===== src/rtl/assert_macros.svh =====
// assertion macros for the rtl, used by arithmetic_interval_encoder_top
// no dependencies
`ifndef ASSERT_MACROS_SVH
`define ASSERT_MACROS_SVH

// same-cycle implication, checked outside reset
`define ASSERT_IMPLIES(lbl, clk, rst, ante, cons) \
   lbl: assert property (@(posedge clk) disable iff (rst) (ante) |-> (cons)) \
      else $error("implication check failed");

// next-cycle implication, checked outside reset
`define ASSERT_NEXT(lbl, clk, rst, ante, cons) \
   lbl: assert property (@(posedge clk) disable iff (rst) (ante) |=> (cons)) \
      else $error("next-cycle check failed");

`endif


===== src/rtl/aie_pkg.sv =====
// shared constants for the arithmetic interval encoder
// no dependencies
package aie_pkg;

   // results a single request may produce before renormalization stops
   localparam int unsigned MAX_RESULTS = 16;
   localparam int unsigned RES_CNT_W   = 5;

   // width and saturation limit of the pending-bit counter
   localparam int unsigned PEND_W = 16;

endpackage


===== src/rtl/arithmetic_interval_encoder_top.sv =====
// arithmetic interval encoder: divider, serial multiplier and renormalizer
// depends on aie_pkg and assert_macros.svh
//
// channel   dir  handshake             payload
// req_      in   req_valid/req_ready   cum_low, cum_high, total_freq
// rsp_      out  rsp_valid/rsp_ready   lead_bit, follow_count, last
//
// one request: the accept cycle, a restoring divide (one quotient bit per cycle) that
// yields PRECISION+1 quotient bits, a shift-add multiply over the FREQ_BITS frequency
// bits, a clamp step, the renormalization steps one at a time and a final step
// the single subtract/compare unit and the serial adders set this step-by-step pace
// reset (synchronous, active high): low zero, high all ones, pending zero, req_ready high
// req_ready is low while a request is coded; a stalled rsp_ready holds the shift steps
`include "assert_macros.svh"

module arithmetic_interval_encoder_top #(
   parameter int unsigned PRECISION = 16,
   parameter int unsigned FREQ_BITS = 14
) (
   input  logic                        clock,
   input  logic                        reset,
   input  logic                        req_valid,
   output logic                        req_ready,
   input  logic [FREQ_BITS-1:0]        req_cum_low,
   input  logic [FREQ_BITS-1:0]        req_cum_high,
   input  logic [FREQ_BITS-1:0]        req_total_freq,
   output logic                        rsp_valid,
   input  logic                        rsp_ready,
   output logic                        rsp_lead_bit,
   output logic [aie_pkg::PEND_W-1:0]  rsp_follow_count,
   output logic                        rsp_last
);

   localparam int unsigned P  = PRECISION;
   localparam int unsigned F  = FREQ_BITS;
   localparam int unsigned QW = P + 1;
   localparam int unsigned MW = (QW > F) ? QW : F;
   localparam int unsigned PW = MW + 1;
   localparam int unsigned SW = PW + 1;
   localparam int unsigned CW = $clog2(MW);
   localparam int unsigned NW = aie_pkg::RES_CNT_W;
   localparam int unsigned PN = aie_pkg::PEND_W;

   typedef enum logic [2:0] {
      IDLE,
      DIVIDE,
      MULTIPLY,
      CLAMP,
      RENORM
   } state_type;

   state_type         state_ff;
   logic [F-1:0]      cl_ff, ch_ff, t_ff;
   logic [F:0]        rem_ff;
   logic [QW-1:0]     quo_ff;
   logic [CW-1:0]     cnt_ff;
   logic [PW-1:0]     acc_l_ff, acc_h_ff;
   logic [P-1:0]      lo_ff, hi_ff;
   logic [PN-1:0]     pend_ff;
   logic [NW-1:0]     nres_ff;
   logic              hold_valid_ff, hold_bit_ff;
   logic [PN-1:0]     hold_cnt_ff;
   logic              rsp_valid_ff, rsp_bit_ff, rsp_last_ff;
   logic [PN-1:0]     rsp_cnt_ff;

   // request clamping
   logic [F-1:0] t_fix, ch_lim, ch_fix, cl_fix;
   always_comb begin
      t_fix  = (req_total_freq == '0) ? F'(1) : req_total_freq;
      ch_lim = (req_cum_high > t_fix) ? t_fix : req_cum_high;
      ch_fix = (ch_lim == '0) ? F'(1) : ch_lim;
      cl_fix = (req_cum_low >= ch_fix) ? (ch_fix - F'(1)) : req_cum_low;
   end

   // interval width at request time
   logic [P-1:0]  hi_eff;
   logic [QW-1:0] range_w;
   assign hi_eff  = (hi_ff < lo_ff) ? lo_ff : hi_ff;
   assign range_w = {1'b0, hi_eff} - {1'b0, lo_ff} + QW'(1);

   // restoring divider step
   logic [F:0]    rem_sh, rem_sub;
   logic          div_ge;
   logic [QW-1:0] quo_in;
   assign rem_sh  = {rem_ff[F-1:0], quo_ff[QW-1]};
   assign div_ge  = rem_sh >= {1'b0, t_ff};
   assign rem_sub = rem_sh - {1'b0, t_ff};
   assign quo_in  = {quo_ff[QW-2:0], div_ge};

   // shift-add multiplier step, msb of the frequency first
   logic [PW-1:0] s_ext, acc_l_in, acc_h_in;
   assign s_ext    = {{(PW-QW){1'b0}}, quo_ff};
   assign acc_l_in = {acc_l_ff[PW-2:0], 1'b0} + (cl_ff[F-1] ? s_ext : '0);
   assign acc_h_in = {acc_h_ff[PW-2:0], 1'b0} + (ch_ff[F-1] ? s_ext : '0);

   // new interval bounds, clamped to the old high
   logic [SW-1:0] lo_ext, hi_ext, nl_sum, nh_sum;
   logic [P-1:0]  nl_c, nh_c;
   always_comb begin
      lo_ext = {{(SW-P){1'b0}}, lo_ff};
      hi_ext = {{(SW-P){1'b0}}, hi_ff};
      nl_sum = lo_ext + {1'b0, acc_l_ff};
      nh_sum = lo_ext + {1'b0, acc_h_ff} - SW'(1);
      nl_c   = (nl_sum > hi_ext) ? hi_ff : nl_sum[P-1:0];
      nh_c   = (nh_sum > hi_ext) ? hi_ff : nh_sum[P-1:0];
   end

   // renormalization case decode
   logic is_low, is_high, is_mid, is_shift, out_free, res_full;
   logic renorm_done, rsp_load;
   assign is_low      = !hi_ff[P-1];
   assign is_high     = lo_ff[P-1];
   assign is_mid      = (lo_ff[P-1:P-2] == 2'b01) && (hi_ff[P-1:P-2] == 2'b10);
   assign is_shift    = is_low || is_high;
   assign out_free    = !rsp_valid_ff || rsp_ready;
   assign res_full    = (nres_ff == NW'(aie_pkg::MAX_RESULTS));
   assign renorm_done = res_full || !(is_shift || is_mid);
   // held result moves to the output register this cycle
   assign rsp_load    = (state_ff == RENORM) && hold_valid_ff && out_free &&
                        (renorm_done || is_shift);

   // sequencer, interval state and output register
   always_ff @(posedge clock) begin
      if (reset) begin
         state_ff      <= IDLE;
         lo_ff         <= '0;
         hi_ff         <= '1;
         pend_ff       <= '0;
         nres_ff       <= '0;
         hold_valid_ff <= 1'b0;
         rsp_valid_ff  <= 1'b0;
      end else begin
         if (rsp_valid_ff && rsp_ready && !rsp_load) begin
            rsp_valid_ff <= 1'b0;
         end
         unique case (state_ff)
            IDLE: begin
               if (req_valid) begin
                  cl_ff    <= cl_fix;
                  ch_ff    <= ch_fix;
                  t_ff     <= t_fix;
                  hi_ff    <= hi_eff;
                  quo_ff   <= range_w;
                  rem_ff   <= '0;
                  cnt_ff   <= CW'(P);
                  state_ff <= DIVIDE;
               end
            end
            DIVIDE: begin
               rem_ff <= div_ge ? rem_sub : rem_sh;
               if (cnt_ff == '0) begin
                  // a zero step unit counts as one
                  quo_ff   <= (quo_in == '0) ? QW'(1) : quo_in;
                  acc_l_ff <= '0;
                  acc_h_ff <= '0;
                  cnt_ff   <= CW'(F - 1);
                  state_ff <= MULTIPLY;
               end else begin
                  quo_ff <= quo_in;
                  cnt_ff <= cnt_ff - CW'(1);
               end
            end
            MULTIPLY: begin
               acc_l_ff <= acc_l_in;
               acc_h_ff <= acc_h_in;
               cl_ff    <= {cl_ff[F-2:0], 1'b0};
               ch_ff    <= {ch_ff[F-2:0], 1'b0};
               cnt_ff   <= cnt_ff - CW'(1);
               if (cnt_ff == '0) begin
                  state_ff <= CLAMP;
               end
            end
            CLAMP: begin
               lo_ff    <= nl_c;
               hi_ff    <= nh_c;
               nres_ff  <= '0;
               state_ff <= RENORM;
            end
            RENORM: begin
               if (renorm_done) begin
                  // done: flush the held result as the last one
                  if (!hold_valid_ff) begin
                     state_ff <= IDLE;
                  end else if (out_free) begin
                     rsp_valid_ff  <= 1'b1;
                     rsp_bit_ff    <= hold_bit_ff;
                     rsp_cnt_ff    <= hold_cnt_ff;
                     rsp_last_ff   <= 1'b1;
                     hold_valid_ff <= 1'b0;
                     state_ff      <= IDLE;
                  end
               end else if (is_shift) begin
                  // lower or upper half: both reduce to a plain shift
                  if (!hold_valid_ff || out_free) begin
                     if (hold_valid_ff) begin
                        rsp_valid_ff <= 1'b1;
                        rsp_bit_ff   <= hold_bit_ff;
                        rsp_cnt_ff   <= hold_cnt_ff;
                        rsp_last_ff  <= 1'b0;
                     end
                     hold_valid_ff <= 1'b1;
                     hold_bit_ff   <= is_high;
                     hold_cnt_ff   <= pend_ff;
                     pend_ff       <= '0;
                     nres_ff       <= nres_ff + NW'(1);
                     lo_ff         <= {lo_ff[P-2:0], 1'b0};
                     hi_ff         <= {hi_ff[P-2:0], 1'b1};
                  end
               end else begin
                  // middle quarter: drop the second bit, saturate pending
                  lo_ff <= {1'b0, lo_ff[P-3:0], 1'b0};
                  hi_ff <= {1'b1, hi_ff[P-3:0], 1'b1};
                  if (pend_ff != '1) begin
                     pend_ff <= pend_ff + PN'(1);
                  end
               end
            end
            default: state_ff <= IDLE;
         endcase
      end
   end

   assign req_ready        = (state_ff == IDLE);
   assign rsp_valid        = rsp_valid_ff;
   assign rsp_lead_bit     = rsp_bit_ff;
   assign rsp_follow_count = rsp_cnt_ff;
   assign rsp_last         = rsp_last_ff;

   // checks
   `ASSERT_IMPLIES(a_idle_no_hold, clock, reset, req_ready, !hold_valid_ff)
   `ASSERT_IMPLIES(a_res_bound, clock, reset, 1'b1, nres_ff <= NW'(aie_pkg::MAX_RESULTS))
   `ASSERT_IMPLIES(a_interval_order, clock, reset, state_ff == IDLE, lo_ff <= hi_ff)
   `ASSERT_NEXT(a_clamp_order, clock, reset, state_ff == CLAMP, lo_ff <= hi_ff)

endmodule


===== config.mk =====
export PLATFORM = sky130hd
export DESIGN_NAME = arithmetic_interval_encoder_top
export DESIGN_NICKNAME = d
export VERILOG_FILES = /design/src/rtl/aie_pkg.sv /design/src/rtl/arithmetic_interval_encoder_top.sv
export VERILOG_INCLUDE_DIRS = /design/src /design/src/rtl
export SDC_FILE = /design/constraint.sdc
export NUM_CORES = 1
export LEC_CHECK = 0
export ABC_AREA = 1
export BUFFER_PORTS_ARGS = -buffer_cell sky130_fd_sc_hd__buf_2
export CORE_MARGIN = 3
export CORE_UTILIZATION = 50
export DETAILED_ROUTE_END_ITERATION = 10
export PLACE_DENSITY = 0.75
export SYNTH_ARGS = -nofsm -noshare
export SYNTH_HDL_FRONTEND = slang
export SYNTH_SLANG_ARGS = --single-unit

===== constraint.sdc =====
create_clock -name clock -period 5.8 [get_ports clock]
set_clock_uncertainty 0.05 [all_clocks]
set_input_delay 1.16 -clock clock [delete_from_list [all_inputs] [get_ports clock]]
set_output_delay 1.16 -clock clock [all_outputs]
set_load 0.02 [all_outputs]

==> key figures <==
GRT
  – First-pass GRT wire length: 74.40 mm
  – GRT Overall Usage: 25.48%
  – Vias in the first global route: 14520
  – Largest net degree at the start of global routing: 81
  – Overflow after GRT: 0
  – Number of antenna violations at the first check in global routing: 0

Hold path
  – Hold path startpoint: hold_cnt_ff[3]
  – Worst hold path class: flip-flop to flip-flop
  – Hold path depth: 0
  – Hold EP: rsp_follow_count[3]

Synth
  – Cell taking the most area after synthesis: edfxtp_1
  – EDFF count, synth: 149
  – Synth warn: 0
  – Mux share of post-synthesis cell area: 0%
  – Syn Area/Cell: 7.567 sq um
  – Adder and majority gate portion of the synthesized area: 16.03%
  – Dominant cells by area after synthesis: edfxtp_1, ha_1, nand2_1
  – Syn Std Cell Area: 16830 sq um
  – Post-Synthesis Cells: 2224
  – Dominant synthesized flop cell: edfxtp_1
  – Largest family of logic cells by synthesized area: simple AND/OR/NAND/NOR gates
  – Post-Syn Nets: 2482
  – Post-Synth XOR/XNOR Area: 2.186%
  – Unique masters post-synth: 59
  – Top-count cell post-synth: nand2_1
  – Yosys top cell area share: 26.59%
  – Post-synthesis compound-gate area fraction: 15.44%
  – Area fraction in and, or, nand and nor cells after synthesis: 23.32%
  – Synth top cells by count: nand2_1, inv_1, ha_1
  – Yosys reg bits: 207
  – Post-synthesis sequential area ratio: 33.49%
  – Post-synth ARST share: 0%

CTS
  – Longest Clk Path Bufs: 3
  – Gates resized, CTS repair: 0
  – CTS Hold Bufs: 0
  – Root buf cell: clkbuf_16
  – CTS tree: yes
  – H-tree depth: 1
  – Number of clock sinks: 207
  – Worst-path clk slew: 0.06 ns
  – CTS Buf Count: 24
  – Post CTS Setup Buffer Count: 0
  – Worst-skew pair later-pin latency: 0.53 ns

Critical path
  – WP buf/inv: 2
  – Critical Path RT: 6.13 ns
  – Crit path largest cell delay: 0.43 ns
  – Critical path peak fanout: 17
  – Setup CP Type: flip-flop to flip-flop
  – Nature of the critical path endpoint: flip-flop
  – CP max-delay cell: dfxtp_1
  – Most numerous cell on the critical path: nand2_1
  – Reg2Reg Depth: 27
  – RR Startpoint: lo_ff[1]
  – Reg2reg setup slack: 0.87 ns
  – WP data arrival: 5.26 ns
  – Worst path top cell family by delay: simple AND/OR/NAND/NOR gates
  – Critical R2R Capture: hi_ff[11]
  – Crit start category: flip-flop

Final layout
  – Syn-to-layout area delta: 8.647%
  – Fill count: 3100
  – Ant diodes: 0
  – Storage element area: 5635 sq um
  – Multi-input logic area: 9627 sq um
  – Nets: 2516
  – Layout cells sized above 1: 8.128%

Timing
  – Hold_ws: 0.3682 ns
  – Fin. max-slew vios: 0
  – Hold Vio Cnt, Final: 0
  – Fmax: 202.7 MHz
  – Min Tclk post-route: 4.933 ns
  – Slew HR: 21.88%
  – Worst Tran Pin Value: 1.167 ns
  – Final period util: 85.05%
  – RSZ-0062 raised after global routing: no
  – Worst setup margin: 0.8668 ns
  – Setup tns final: 0 ns
  – Final setup viols: 0

Drt
  – Drt total wl: 46.40 mm
  – WL per Instance: 17.07 microns
  – DRC violations left: 0
  – DR vias/cell: 5.639
  – Drt first pass iters: 5
  – Vias: 15330
  – Initial DRC Count: 1343
  – DRT antenna net count: 0

Floorplanning
  – Num ports: 66
  – Die area: 35900 sq um
  – Starting Density: 51.20%
  – Placement Rows: 66
  – Die extent in x: 189.5 microns
  – Core area: 32870 sq um
  – Die height: 189.5 microns

Power and ir drop
  – Worst IR Drop VDD: 0.2867 mV
  – Switch share: 49.24%
  – Comb pwr share: 62.3%
  – Clock power frac: 14.4%
  – Final Power: 0.01038 W
  – Switching pwr: 0.005111 W
  – Pleak: 8.625 nW
  – Sequential Power Share: 23.3%
  – Cell internal pwr: 0.005268 W
  – Power Density: 567.7 nW/um^2

Placement
  – DP Worst Slack: 0.5441 ns
  – PortBufs: 65
  – GPL Wtd Cong: 0.9241
  – Detailed Place HPWL: 35.69 mm

Job
  – Max-Cap Viols: 0

Outcome
  – Outcome: finished, final reports clean
[placed cells by master, fill, tap and decap left out, types with 7 or more instances in the layout]
cell type / instances
nand2_1: 460
inv_1: 343
ha_1: 206
a21oi_1: 188
o21ai_0: 175
edfxtp_1: 149
nand3_1: 144
nor2_1: 138
buf_2: 65
dfxtp_1: 58
nand4_1: 43
xor2_1: 25
clkbuf_16: 25
nor3_1: 22
nand2_2: 21
o211ai_1: 17
xnor2_1: 17
a21o_1: 13
a211oi_1: 13
buf_4: 11
nor2_2: 9
o21ai_1: 9
nor2_4: 7
or2_2: 7
o21a_1: 7
clkinv_2: 7
[kinds of logic after synthesis]
logic type                 Yosys count
DFF                                207
buffers and inverters              413
adders and majority gates          212
xor gates and xnor gates            42
and+or+nand+nor                    884
AOI/OAI and AO/OA                  466
[per-stage QoR]
step	util [%]	instance area [sq um]	std cells
global route	55.63	18280	2718
detailed placement	53.30	17520	2674
CTS	55.63	18280	2718
finish	55.63	18280	2718
floorplan	-	16830	2224
global placement	53.30	17520	2674
[state kept, by name, summed over array words and instances (netlist names), 14 cells and up]
register	flops
pend_ff	16
cl_ff	14
acc_l_ff	18
lo_ff	16
acc_h_ff	18
hold_cnt_ff	16
ch_ff	14
rsp_follow_count	16
hi_ff	16
rem_ff	14
t_ff	14
quo_ff	17
[worst max-delay path by stage]
stage | from | end | slack, ns | cells after the start
after floorplan | req_total_freq[1] | cl_ff[11] | 1.39 | 34
after global placement | req_total_freq[1] | cl_ff[13] | 0.61 | 36
after detailed placement | req_total_freq[1] | cl_ff[2] | 0.54 | 34
after CTS | lo_ff[1] | hi_ff[11] | 0.96 | 27
after global routing | lo_ff[1] | hi_ff[14] | 0.52 | 27
final | lo_ff[1] | hi_ff[11] | 0.87 | 27
[worst reg2reg max path, delay by kind of cell, from the launching register on]
kind / cells / cell delay (ns)
AO/OA/AOI/OAI: 3 / 0.77
adder cells (fa/ha/maj): 4 / 1.26
buffers and inverters: 2 / 0.22
flip-flops: 1 / 0.43
AND/OR/NAND/NOR: 18 / 2.06
[layer usage]
metal,up-vias,routed length [microns],global-route usage (%)
met2,556,21410,42.47
met4,0,1692,8.644
met3,101,2686,3.055
li1,7587,-,-
met1,7082,20620,34.48
met5,-,0,0
[power groups by stage]
| stage | combinational [W] | sequential (W) | clock (W) |
|---|---|---|---|
| 3_5_place_dp | 0.00629 | 0.00244 | 0 |
| 2_1_floorplan | 0.00486 | 0.00230 | 0 |
| 6_report | 0.00647 | 0.00242 | 0.00149 |
| 5_1_grt | 0.00730 | 0.00245 | 0.00157 |
| 4_1_cts | 0.00637 | 0.00241 | 0.00151 |
| 3_3_place_gp | 0.00613 | 0.00243 | 0 |
[layout make-up]
class,count,share of cell area [%]
Clock inverter,12,0.4037
Clock buffer,32,3.784
Inverter,345,7.083
Sequential cell,207,30.82
Tap cell,442,3.025
Multi-Input combinational cell,1604,52.65
Timing Repair Buffer,76,2.231
Power figures use the tool's default switching activity.
